File: config.mk
export PLATFORM = sky130hd
export DESIGN_NAME = sic_classify
export DESIGN_NICKNAME = d
export VERILOG_FILES = /design/src/design/sic_pkg.sv /design/src/design/sic_classify.sv
export SDC_FILE = /design/constraint.sdc
export NUM_CORES = 2
export LEC_CHECK = 0
export ABC_AREA = 0
export BUFFER_PORTS_ARGS = -buffer_cell sky130_fd_sc_hd__buf_2
export CAP_MARGIN = 20
export CORE_AREA = 5 5 307 309
export DETAILED_ROUTE_END_ITERATION = 10
export DIE_AREA = 0 0 312 314
export PLACE_DENSITY_LB_ADDON = 0.12
export SYNTH_ARGS = -nofsm -noshare
export SYNTH_HDL_FRONTEND = slang
export SYNTH_SLANG_ARGS = --single-unit
export TNS_END_PERCENT = 30
File: constraint.sdc
create_clock -name vclk -period 31.9
set_clock_uncertainty 0.2 [all_clocks]
set_input_delay 4.785 -clock vclk [all_inputs]
set_output_delay 4.785 -clock vclk [all_outputs]
set_load 0.01 [all_outputs]
File: src/design/sic_pkg.sv
// Shared types and widths for the segment intersection classifier.
// No dependencies; used by every module in the design folder except sic_check.
package sic_pkg;

    localparam int FieldBits = 32;
    localparam int CoordBits = 32;
    localparam int DiffBits  = CoordBits + 1;
    localparam int ProdBits  = 2 * DiffBits;

    typedef logic signed [CoordBits-1:0] coord_t;
    typedef logic signed [DiffBits-1:0]  diff_t;
    typedef logic signed [ProdBits-1:0]  prod_t;

    typedef struct packed {
        coord_t x;
        coord_t y;
    } point_t;

    // Orientation as the two cross product terms; sign of lhs - rhs
    typedef struct packed {
        prod_t lhs;
        prod_t rhs;
    } orient_t;

    typedef enum logic [1:0] {
        REL_NONE    = 2'd0,
        REL_TOUCH   = 2'd1,
        REL_PROPER  = 2'd2,
        REL_OVERLAP = 2'd3
    } relation_t;

endpackage

File: src/design/sic_classify.sv
// Relation decode from four orientation term pairs and the endpoint coordinates.
// Depends on sic_pkg.
module sic_classify (
    input  sic_pkg::point_t    a,
    input  sic_pkg::point_t    b,
    input  sic_pkg::point_t    c,
    input  sic_pkg::point_t    d,
    input  sic_pkg::orient_t   oc,
    input  sic_pkg::orient_t   od,
    input  sic_pkg::orient_t   oa,
    input  sic_pkg::orient_t   ob,
    output sic_pkg::relation_t relation
);

    function automatic logic is_zero(input sic_pkg::orient_t o);
        sic_pkg::prod_t l;
        sic_pkg::prod_t r;
        l = o.lhs;
        r = o.rhs;
        return l == r;
    endfunction

    function automatic logic is_neg(input sic_pkg::orient_t o);
        sic_pkg::prod_t l;
        sic_pkg::prod_t r;
        l = o.lhs;
        r = o.rhs;
        return l < r;
    endfunction

    function automatic logic between(input sic_pkg::coord_t e0, input sic_pkg::coord_t e1,
                                     input sic_pkg::coord_t p);
        return ((p >= e0) && (p <= e1)) || ((p >= e1) && (p <= e0));
    endfunction

    function automatic logic in_box(input sic_pkg::point_t e0, input sic_pkg::point_t e1,
                                    input sic_pkg::point_t p);
        return between(e0.x, e1.x, p.x) && between(e0.y, e1.y, p.y);
    endfunction

    function automatic sic_pkg::coord_t cmin(input sic_pkg::coord_t u, input sic_pkg::coord_t v);
        return (u < v) ? u : v;
    endfunction

    function automatic sic_pkg::coord_t cmax(input sic_pkg::coord_t u, input sic_pkg::coord_t v);
        return (u > v) ? u : v;
    endfunction

    function automatic logic span_overlap(input sic_pkg::coord_t p0, input sic_pkg::coord_t p1,
                                          input sic_pkg::coord_t q0, input sic_pkg::coord_t q1);
        return cmax(cmin(p0, p1), cmin(q0, q1)) < cmin(cmax(p0, p1), cmax(q0, q1));
    endfunction

    logic zc, zd, za, zb;
    logic nc, nd, na, nb;
    logic collinear;
    logic overlap;
    logic touch;
    logic proper;

    assign zc = is_zero(oc);
    assign zd = is_zero(od);
    assign za = is_zero(oa);
    assign zb = is_zero(ob);
    assign nc = is_neg(oc);
    assign nd = is_neg(od);
    assign na = is_neg(oa);
    assign nb = is_neg(ob);

    assign collinear = zc && zd && za && zb;
    assign overlap   = span_overlap(a.x, b.x, c.x, d.x) || span_overlap(a.y, b.y, c.y, d.y);
    assign touch     = (zc && in_box(a, b, c)) || (zd && in_box(a, b, d))
                    || (za && in_box(c, d, a)) || (zb && in_box(c, d, b));
    assign proper    = !zc && !zd && (nc != nd) && !za && !zb && (na != nb);

    always_comb
    begin
        if (collinear && overlap)
        begin
            relation = sic_pkg::REL_OVERLAP;
        end
        else if (!collinear && proper)
        begin
            relation = sic_pkg::REL_PROPER;
        end
        else if (touch)
        begin
            relation = sic_pkg::REL_TOUCH;
        end
        else
        begin
            relation = sic_pkg::REL_NONE;
        end
    end

endmodule

==> After elaboration in Yosys (flattened, before gate mapping) <==
Index checks and enable logic that the tools add are counted.
Widths: inputs -> output; s select.
{ "word_totals": {"word_cells": 122, "input_bits": 784, "reg_bits": 0} }
{ "classes": {"reduce_logical": 51, "eq_ne": 6, "order_cmp": 50, "n_mux": 15} }
{ "op_table": {"columns": ["operator", "count"], "rows": [
  ["$ge 32x32->1", 16],
  ["$le 32x32->1", 16],
  ["$mux 32", 12],
  ["$eq 66x66->1", 4],
  ["$lt 66x66->1", 4],
  ["$lt 32x32->1", 8],
  ["$gt 32x32->1", 6],
  ["$logic_and 1x1->1", 34],
  ["$logic_or 1x1->1", 12],
  ["$logic_not 1->1", 5],
  ["$mux 2", 2],
  ["$ne 1x1->1", 2],
  ["$mux 1", 1]
]} }

==> Longest topological paths before layout <==
{ "depth": {"depth_word": 11, "ltp_mapped": 35, "depth_no_buf": 33} }

==> Least setup slack after synthesis <==
Ideal clock, no wire load.
{ "synth_path": {"kind": "input port to output port", "start": "input b[45] (netlist bit)", "end": "output relation[1]", "slack_ps": 15143, "path_stages": 35, "arrival_time_ps": 11772, "t_required_ps": 26915, "path_cell_list": "inv_1 > ha_1 > a21o_1 > a21o_1 > a221o_1 > or3_1 > a22oi_1 > and2_1 > buf_2 > clkbuf_1 > nor2_1 > a21oi_1 > inv_1 > ha_1 > a21o_1 > a21o_1 > a211o_1 > a21oi_1 > o21ai_1 > a21o_1 > a221oi_2 > clkbuf_1 > mux2i_1 > ha_1 > a21o_1 > a21o_1 > a21o_1 > a21o_1 > a21oi_1 > nor2_1 > a2111oi_0 > o221ai_1 > o21a_1 > o41a_1 > o21ai_1"} }
{ "synth_via": {"elab_chain_cells": 8, "elab_cells_between_ends": 12, "cone_classes": "order compare (5); mux (5); reduce/logical (2)"} }
{ "synth_rtl": {"columns": ["item", "line", "rtl"], "rows": [
  ["start: declaration", "sic_classify.sv:5", "input sic_pkg::point_t b,"],
  ["$lt 32x32->1 or $gt 32x32->1 (tied branches)", "sic_classify.sv:42, sic_classify.sv:46", null],
  ["$mux 32 (on tied branches)", "sic_classify.sv:42, sic_classify.sv:46", null],
  ["$gt 32x32->1 or $lt 32x32->1 (tied branches)", "sic_classify.sv:46, sic_classify.sv:42", null],
  ["$mux 32 (on tied branches)", "sic_classify.sv:46, sic_classify.sv:42", null],
  ["$lt 32x32->1 *", "sic_classify.sv:51", "return cmax(cmin(p0, p1), cmin(q0, q1)) < cmin(cmax(p0, p1), cmax(q0, q1));"],
  ["$logic_or 1x1->1 *", "sic_classify.sv:71", "assign overlap = span_overlap(a.x, b.x, c.x, d.x) || span_overlap(a.y, b.y, c.y, d.y);"],
  ["$logic_and 1x1->1 *", "sic_classify.sv:78", "if (collinear && overlap)"],
  ["$mux 2 *", "sic_classify.sv:78", null],
  ["end: declaration", "sic_classify.sv:12", "output sic_pkg::relation_t relation"]
]} }
Mark *: on every way between the ends. The rest lies on a longest branch, timed or not.

==> Worst setup path after layout <==
{ "layout_path": {"start": "input b[43] (netlist bit)", "end": "output relation[0]"} }
{ "layout_via": {"elab_chain_cells": 11, "elab_cells_between_ends": 40, "cone_classes": "order compare (13); mux (7); reduce/logical (20)"} }
{ "layout_rtl": {"columns": ["item", "line"], "rows": [
  ["branches (longest 10 deep; another with $lt 32x32->1)", null],
  ["$mux 2 *", "sic_classify.sv:78"]
]} }
Mark *: on every way between the ends.

==> flow_summary.toml <==
[placed_design]
place.gp.congestion = 0.9299
io_buffers = 786
dp_hpwl_um = 112900

[yosys]
synth_top_area_share = 0.4229
yosysMostFrequentCell = "ha_1"
syn_nets = 5002
ys_types = 75
ys_warn_count = 0
yosysSeqAreaShare = 0
netlist_top_cells_area = "ha_1 42%, inv_1 8.8%, a21o_1 8.0%"
synthTopCellsByCount = "836 x ha_1, 582 x inv_1, 311 x a21oi_1, 264 x a21o_1, 216 x nor2_1"
synth_area_mm2 = 0.02473
syn_avg_cell_area_um2 = 7.313
synth_area_leader_cell = "ha_1"
synth_cells = 3382

[die]
die-area_mm2 = 0.09797
num_rows = 111
start_util = 0.2715
fp.coreArea_mm2 = 0.09111
io-pin-count = 786
fp.dieW_um = 312
die_h_um = 314

[hold_path]
worstHoldStart = "oc[67]"
hold_class = "in2out"
hold_depth = 8
min_to = "relation[1]"

[power_and_ir_drop]
leakagePower_nw = 18.28
ir_worst_vdd_v = 0.00002020
pwr_density_cell_mw_per_mm2 = 25.57

[timing]
period_share = 0.5807
setup_viol = 0
slew_violations = 0
whs_ns = 10.22
slew_headroom = 0.3182
tightestPinTransition_ns = 1.015
grt_setup_unrepaired = "no"
setup_tns_ns = 0
hold_violations = 0
fmax_ghz = 0.05398
fin_crit_ns = 18.52

[setup_path]
critPathBufInv = 5
crit_type = "in2out"
startpoint_type = "input port"
cp-startpoint = "b[43]"
required_ns = 26.92
crit_path_end_kind = "output pin"
arrival_ns = 13.54
slowest_stage = "a21oi_4"
crit_family = "compound AO/OA/AOI/OAI gates"
cpPeakStageDelay_ns = 0.59
worstPathMaxFanout = 62

[cells_and_area]
drive_gt1_frac = 0.2079
area_growth_pct = 21.79
regArea_um2 = 0
final_nets = 5744
design.seq.count = 0
num-clock-buffers = 0

[detailed_routing]
first_pass_iters = 5
vias_per_cell = 5.073
drtAntennaViolNets = 0
met3_length_um = 6572
wl_met2_um = 62120
drt_iter0_markers = 1451
drt-met1-wl_um = 49840
routedWlPerCell_um = 22.84
topRoutingLayerUsed = "met5"
drc = 0
vias = 27040
wl_um = 121800

[status]
status = "completed"

[global_routing]
grt_pass1_vias = 26860
grt_max_degree = 65
grt_first_pass_wirelength_um = 174000
antenna_found_initial = 67
overflow = 0
grt_util_all_layers = 0.2335

[clock_tree]
post-cts-setup-buffers = 0
postCtsHoldBufs = 0
ctsResizeCount = 0

[flow_run]
maxCapViolCount = 0
==> routing by layer <==
| layer | track usage | up-vias |
|---|---|---|
| li1 | - | 13850 |
| met1 | 0.2722 | 12190 |
| met2 | 0.4493 | 808 |
| met3 | 0.03904 | 163 |
| met4 | 0.04519 | 36 |
| met5 | 0 | - |
==> cells in the final DEF (no fill, tap or decap), types with 22 or more instances in the layout <==
cell type and n:
nand4_1 170, a21oi_1 311, nor4_1 25, ha_1 836
diode_2 23, o21ai_0 175, inv_1 582, nand3_1 40
mux2i_1 165, a21o_1 264, nand2_1 157, nor3_1 43
mux2_2 28, and4_1 22, buf_2 786, o21a_1 22
nor2b_1 40, a211oi_1 23, nor2_1 216
==> report_power, final <==
group | switching [mW] | internal [mW]
clock | 0 | 0.0000000976
combinational | 0.447 | 0.323
sequential | 0 | 0
==> stage by stage <==
stage               setup slack (ns)  instances  utilization  cell area [um2]  total power, mW
floorplan                      15.14       3382            -            24730           0.5123
finish                         13.38       5331       0.3306            30120           0.7701
global route                   12.66       5322       0.3304            30100           0.8642
global placement               13.55       5308       0.3300            30060           0.7689
CTS                            13.43       5308       0.3300            30060           0.7700
detailed placement             13.46       5308       0.3300            30060           0.7645
==> area by class of cell <==
class,count,area [um2]
fillers,10130,60990
multi-input cells,2739,22350
repair buffers,801,4046
inverters,582,2185
well taps,1186,1484
diodes,23,57.56
==> cell families (layout without fill, tap and decap cells) <==
logic type | after synthesis | count (layout) | share of synthesized area
buffers and inverters | 643 | 1383 | 0.09916
adders and majority gates | 836 | 836 | 0.4229
muxes | 199 | 199 | 0.08241
and+or+nand+nor | 760 | 760 | 0.1537
xor gates and xnor gates | 11 | 11 | 0.003895
other | 0 | 23 | 0
AOI/OAI and AO/OA | 933 | 933 | 0.2379
==> worst max path at each step <==
stage | end | slack (ns) | cells past startpoint
3_3_place_gp | relation[0] | 13.55 | 30
4_1_cts | relation[0] | 13.43 | 34
3_5_place_dp | relation[0] | 13.46 | 32
5_1_grt | relation[0] | 12.66 | 37
6_report | relation[0] | 13.38 | 36
2_1_floorplan | relation[1] | 15.14 | 35
(Power assumes the default switching activity.)
